## src/design/height_grid_obstacle_classifier_macros.svh

```systemverilog
// Assertion macros for the height grid obstacle classifier.
// Included by the top level; expects clk and rst_n in scope.
`ifndef HEIGHT_GRID_OBSTACLE_CLASSIFIER_MACROS_SVH
`define HEIGHT_GRID_OBSTACLE_CLASSIFIER_MACROS_SVH
`ifndef SYNTHESIS
`define HGOC_ASSERT_SAME(label, ante, cons) \
    label: assert property (@(posedge clk) disable iff (!rst_n) (ante) |-> (cons)) \
        else $error("hgoc assertion failed");
`define HGOC_ASSERT_NEXT(label, ante, cons) \
    label: assert property (@(posedge clk) disable iff (!rst_n) (ante) |=> (cons)) \
        else $error("hgoc assertion failed");
`else
`define HGOC_ASSERT_SAME(label, ante, cons)
`define HGOC_ASSERT_NEXT(label, ante, cons)
`endif
`endif

```

## src/design/hgoc_pkg.sv

```systemverilog
// Shared types and constants of the height grid obstacle classifier.
// No dependencies; used by hgoc_div and the top level.
package hgoc_pkg;

    localparam int GRID_MAX_DEF   = 256;
    localparam int COORD_BITS_DEF = 16;

    localparam int CELL_W   = 10;
    localparam int GRID_W   = 9;
    localparam int THR_W    = 14;
    localparam int OUT_XY_W = 20;
    localparam int OUT_Z_W  = 16;

    localparam logic [CELL_W-1:0] CELL_RST = CELL_W'(100);
    localparam logic [GRID_W-1:0] GRID_RST = GRID_W'(200);
    localparam logic [THR_W-1:0]  THR_RST  = THR_W'(250);

    typedef enum logic [1:0] {
        REG_CELL = 2'd0,
        REG_GRID = 2'd1,
        REG_THR  = 2'd2,
        REG_MODE = 2'd3
    } reg_idx_t;

    typedef enum logic [1:0] {
        ACT_BUILD    = 2'd0,
        ACT_CLASSIFY = 2'd1,
        ACT_READ     = 2'd2,
        ACT_CLEAR    = 2'd3
    } action_t;

    typedef enum logic [1:0] {
        KIND_OBS_PT   = 2'd0,
        KIND_CLR_PT   = 2'd1,
        KIND_OBS_CELL = 2'd2,
        KIND_CLR_CELL = 2'd3
    } kind_t;

    typedef struct packed {
        logic [1:0]          kind;
        logic [OUT_XY_W-1:0] x;
        logic [OUT_XY_W-1:0] y;
        logic [OUT_Z_W-1:0]  z;
        logic                last;
    } rsp_t;

endpackage

```

## src/design/hgoc_div.sv

```systemverilog
// Restoring divider: signed coordinate magnitude over the cell size, one bit a cycle.
// Depends on hgoc_pkg.
module hgoc_div #(
    parameter int COORD_BITS = hgoc_pkg::COORD_BITS_DEF
) (
    input  logic                          clk,
    input  logic                          rst_n,
    input  logic                          start,
    input  logic [COORD_BITS-1:0]         dividend,
    input  logic [hgoc_pkg::CELL_W-1:0]   divisor,
    output logic                          done,
    output logic [COORD_BITS-1:0]         quot,
    output logic                          rem_nz
);
    import hgoc_pkg::*;

    localparam int CNT_W = $clog2(COORD_BITS + 1);

    logic             busy_reg, busy_next;
    logic             done_reg, done_next;
    logic [CNT_W-1:0] cnt_reg, cnt_next;
    logic [COORD_BITS-1:0] num_reg, num_next;
    logic [CELL_W-1:0]     rem_reg, rem_next;
    logic [CELL_W-1:0]     den_reg, den_next;
    logic [CELL_W:0]       trial;
    logic                  ge;

    assign trial = {rem_reg, num_reg[COORD_BITS-1]};
    assign ge    = trial >= {1'b0, den_reg};

    always_comb
    begin
        busy_next = busy_reg;
        done_next = 1'b0;
        cnt_next  = cnt_reg;
        num_next  = num_reg;
        rem_next  = rem_reg;
        den_next  = den_reg;
        if (start)
        begin
            busy_next = 1'b1;
            cnt_next  = CNT_W'(COORD_BITS);
            num_next  = dividend[COORD_BITS-1] ? (~dividend + 1'b1) : dividend;
            rem_next  = '0;
            den_next  = divisor;
        end
        else if (busy_reg)
        begin
            // shift in one dividend bit, subtract when it fits
            rem_next = ge ? CELL_W'(trial - {1'b0, den_reg}) : trial[CELL_W-1:0];
            num_next = {num_reg[COORD_BITS-2:0], ge};
            cnt_next = cnt_reg - 1'b1;
            if (cnt_reg == CNT_W'(1))
            begin
                busy_next = 1'b0;
                done_next = 1'b1;
            end
        end
    end

    always_ff @(posedge clk or negedge rst_n)
    begin
        if (!rst_n)
        begin
            busy_reg <= 1'b0;
            done_reg <= 1'b0;
            cnt_reg  <= '0;
        end
        else
        begin
            busy_reg <= busy_next;
            done_reg <= done_next;
            cnt_reg  <= cnt_next;
        end
    end

    always_ff @(posedge clk)
    begin
        num_reg <= num_next;
        rem_reg <= rem_next;
        den_reg <= den_next;
    end

    assign done   = done_reg;
    assign quot   = num_reg;
    assign rem_nz = |rem_reg;

endmodule

```

## config.mk

```make
export PLATFORM = sky130hd
export DESIGN_NAME = hgoc_div
export DESIGN_NICKNAME = d
export VERILOG_FILES = /design/src/design/height_grid_obstacle_classifier_macros.svh /design/src/design/hgoc_pkg.sv /design/src/design/hgoc_div.sv
export SDC_FILE = /design/constraint.sdc
export NUM_CORES = 1
export LEC_CHECK = 0
export BUFFER_PORTS_ARGS = -buffer_cell sky130_fd_sc_hd__buf_4
export CAP_MARGIN = 20
export CELL_PAD_IN_SITES_DETAIL_PLACEMENT = 0
export CELL_PAD_IN_SITES_GLOBAL_PLACEMENT = 1
export CORE_MARGIN = 5
export CORE_UTILIZATION = 43
export CTS_CLUSTER_DIAMETER = 40
export CTS_CLUSTER_SIZE = 25
export DETAILED_ROUTE_END_ITERATION = 10
export HOLD_SLACK_MARGIN = 0.12
export PLACE_DENSITY_LB_ADDON = 0.1
export SLEW_MARGIN = 20
export SYNTH_ARGS = -nofsm -noshare
export SYNTH_HDL_FRONTEND = slang
export SYNTH_SLANG_ARGS = --single-unit
```

## constraint.sdc

```tcl
create_clock -name clk -period 3 [get_ports clk]
set_input_delay 0.9 -clock clk [delete_from_list [all_inputs] [get_ports clk]]
set_output_delay 0.9 -clock clk [all_outputs]
set_load 0.01 [all_outputs]
```

# Yosys cells after proc, flatten, opt, wreduce, memory -nomap -nowiden
# Index checks and enable logic that the tools add are counted.
# op_classes
n_addsub	3
mux	12
n_eq_ne	1
n_reduce_logical	2
bitwise	1
n_lt_le_gt_ge	1
# ops
op	count
2-to-1 mux 16 bit	3
adder 16 x 1 -> 16 bit, second input constant	1
NOT 16 bit	1
greater-or-equal comparator 11 x 10 -> 1 bit	1
2-to-1 mux 10 bit	1
2-to-1 mux 5 bit	2
OR reduction 10 bit	1
subtractor 10 bit	1
2-to-1 mux 1 bit	6
equality test 5 x 1 -> 1 bit, second input constant	1
subtractor 5 x 1 -> 5 bit, second input constant	1
nonzero test 2 bit	1
# totals
word_cells	26
input_bits	29
output_inout_bits	18
regBits	43

# Depth between registers and ports, before layout
# depth
word_depth	4
depth_mapped	10
mapped_depth_nobuf	10

# Worst setup path before layout
# No wires, ideal clock.
# synth_timing
path_kind	input -> register
start	input dividend[1]
end	register num_reg[13], in the netlist quot[13] (data pin)
setup_time_ps	270
arrival_time_ps	2596
path_slack_ps	134
n_path_buf	0
required_ps	2730
stages	6
cell_sequence	or4_1 > or3_1 > or4_4 > o31ai_4 > xor2_1 > a21oi_1
# synth_via
elab_chain_len	4
# synth_lines
element	line_no	source
from (decl)	hgoc_div.sv:9	input logic [COORD_BITS-1:0] dividend,
NOT 16 bit	hgoc_div.sv:43	num_next = dividend[COORD_BITS-1] ? (~dividend + 1'b1) : dividend;
adder 16 x 1 -> 16 bit	hgoc_div.sv:43	
2-to-1 mux 16 bit	hgoc_div.sv:43	
2-to-1 mux 16 bit	hgoc_div.sv:39	if (start)
net num_next[13]	hgoc_div.sv:22	logic [COORD_BITS-1:0] num_reg, num_next;
to (signal assigned)	hgoc_div.sv:79	num_reg <= num_next;
to (decl)	hgoc_div.sv:22	
# The timed path passes the listed nets, and every way through them passes these cells.
# A chain may end at the register's enable or synchronous reset.

# Final worst setup path
# Same ends and word-level chain as after synthesis.

==> metrics.yaml <==
status: "finished, final reports clean"
grt_pass1_vias: 1922
grtUsageTotal_pct: 15.5
cts_setup_buffers: 0
routed_via_density: 5.26
synthSimpleGateAreaFrac_pct: 16.1
avgSynthCellArea_um2: 9.88
total_power_w: 0.00232
drtIter0Drc: 137
synth_mux_area_share_pct: 2.74
worstPathRequired_ps: 3040
core_area_um2: 5850
dp_hpwl_mm: 4.11
power.density_nw_per_um2: 756
drcViolationCount: 0
dieWidth_um: 87.2
num-fill-cells: 561
post_cts_resized: 0
grt_overflow_total: 0
drive_gt1_share_pct: 21.2
synth_compound_area_share_pct: 17.1
critPathMaxFanout: 3
clk_pin_slew_worst_paths_ps: 80
nets: 348
layout_min_cycle_time_ps: 2770
antenna_found_initial: 0
grt_pass1_wl_mm: 9.28
slew_violations: 0
hold_class: "in -> async"
synth_top_area_share_pct: 30.5
vias: 2004
hold_viol: 0
rows: 28
routabilityCongestion: 0.824
criticalPathCategory: "in -> reg"
maxCapViolCount: 0
cp-end-kind: "flop"
port_buffers: 46
leakagePower_nw: 1.31
tightest_slew_ps: 464
cp-start-kind: "input port"
max_slew_margin_pct: 69.0
ctsHoldBuffers: 0
clk_path_buf_depth: 2
cts_tree: "yes"
synth-adder-area-share_pct: 7.14
synth_seq_cells: 43
clock_sinks: 43
fin_worst_skew_ps: 5.91
numCtsBuffers: 5
finalCritPeriodShare_pct: 92.3
syn_nets: 302
final_util_pct: 52.5
setup_viol_count_final: 0
ant_nets: 0
die_area_um2: 7600
yosysSeqAreaShare_pct: 45.2
synth_area_leaders: "edfxtp_1 30%, dfxtp_1 7.8%, dfrtp_1 6.8%"
yosys.area.top_type: "edfxtp_1"
initial_utilization_pct: 43.8
synth_top_family_by_area: "compound AO/OA/AOI/OAI gates"
grt_max_degree: 39
drt-total-wl_mm: 5.48
synth_xor_area_share_pct: 7.87
worst_ep_arrival_time_ps: 2810
ir_drop_mv: 0.439
wl_per_cell_um: 14.4
area_growth_pct: 20.0
h-tree-depth: 2
io-pin-count: 47
cts-root-buf: "clkbuf_8"
syn_inst: 259
synth.distinct_cells: 46
firstDrtPassIters: 4
largest_register_ffs: 16
ys_warn_count: 0
netlist_area_um2: 2560
rsz0062_at_grt: "false"
timing.hold.ws_ps: 400
worstSkewPairLatency_ps: 290
num_antenna_cells: 0
fmaxAchievable_mhz: 361
die_y_um: 87.2
async_flop_share_pct: 16.3
synth_edf_count: 26
synth_ff_type: "edfxtp_1"
-- per-stage QoR --
step,instances,cell area (µm²),setup slack (ps),setup TNS [ps]
after global placement,373,2990,-67.0,-67.0
after floorplan,259,2560,134,0
after detailed placement,373,2990,-82.4,-82.4
final,381,3070,231,0
after CTS,381,3070,241,0
after global routing,381,3070,174,0
-- power breakdown --
part / switching (W) / total, W / leakage (nW) / internal [W]
Clock: 0.000202 / 0.000365 / 0.0412 / 0.000163
Combinational: 0.000555 / 0.00106 / 0.841 / 0.000504
Sequential: 0.000120 / 0.000898 / 0.429 / 0.000778
Total: 0.000877 / 0.00232 / 1.31 / 0.00145
-- synth_stat cells (all sizes together) (3+ instances only) --
master and n:
o21ai 10, nand2b 6, xor2 14, inv 16
a21o 5, nand2 11, a211oi 10, or3b 3
nor2 33, dfxtp 10, or3 5, ha 13
clkbuf 10, nand4b 3, a21oi 21, edfxtp 26
mux2i 7, nor3 4, nand3 4, xnor2 9
o31ai 6, dfrtp 7
-- critical path, cell delays in order --
cell and delay, ps:
buf_4 110, or4_1 530, or3_1 360, or4_4 470, o31ai_4 190, xor2_1 160, a21oi_1 70
-- path summary, 6_finish.rpt --
| path | cells after the start | slack [ps] | end | from |
|---|---|---|---|---|
| min in group clk | 2 | 520 | rem_reg[3]$_SDFFE_PP0P_ | rem_reg[2]$_SDFFE_PP0P_ |
| worst max register to register | 10 | 490 | rem_reg[8]$_SDFFE_PP0P_ | quot[15]$_DFFE_PP_ |
| max in group asynchronous | 1 | 2480 | cnt_reg[0]$_DFFE_PN0P_ | rst_n |
| worst min register to register | 2 | 520 | rem_reg[3]$_SDFFE_PP0P_ | rem_reg[2]$_SDFFE_PP0P_ |
| worst min-delay path | 1 | 400 | cnt_reg[3]$_DFFE_PN0P_ | rst_n |
| worst max-delay path | 7 | 230 | quot[13]$_DFFE_PP_ | dividend[1] |
-- placed cells by master, fill, tap and decap left out, types with 5 or more instances in the layout --
cell | synthesis | final
buf_4 | 0 | 50
nor2_1 | 33 | 33
edfxtp_1 | 26 | 26
a21oi_1 | 21 | 21
inv_1 | 16 | 16
xor2_1 | 14 | 14
ha_1 | 13 | 13
nand2_1 | 11 | 11
a211oi_1 | 10 | 10
dfxtp_1 | 10 | 10
o21ai_0 | 9 | 9
xnor2_1 | 9 | 9
mux2i_1 | 7 | 7
dfrtp_1 | 7 | 7
nand2b_1 | 6 | 6
or3_1 | 5 | 5
o31ai_1 | 5 | 5
a21o_1 | 5 | 5
clkbuf_8 | 0 | 5
-- metal layers --
metal,global-route usage [%],part of all wire (%),vias to the layer above
li1,-,-,1029
met3,3.31,4.2,5
met2,22.9,44,41
met1,22.8,51,929
met4,4.60,1.1,0
met5,0,0,-
-- area by class of cell --
type | instances | area [µm²] | area share [%]
tap | 75 | 93.8 | 3.05
clock inverter | 2 | 12.5 | 0.407
multi-input combinational | 189 | 1300 | 42.4
inverter | 16 | 60.1 | 1.95
sequential | 43 | 1160 | 37.6
timing repair buffer | 50 | 375 | 12.2
clock buffer | 6 | 72.6 | 2.36
-- cells by family (layout without fill, tap and decap cells) --
group	after synthesis	after routing
and+or+nand+nor	80	80
muxes	7	7
xor gates and xnor gates	23	23
buffers and inverters	27	74
adders and majority gates	14	14
DFF	43	43
AOI/OAI and AO/OA	65	65
No activity file was read; power rests on OpenSTA's default activity.
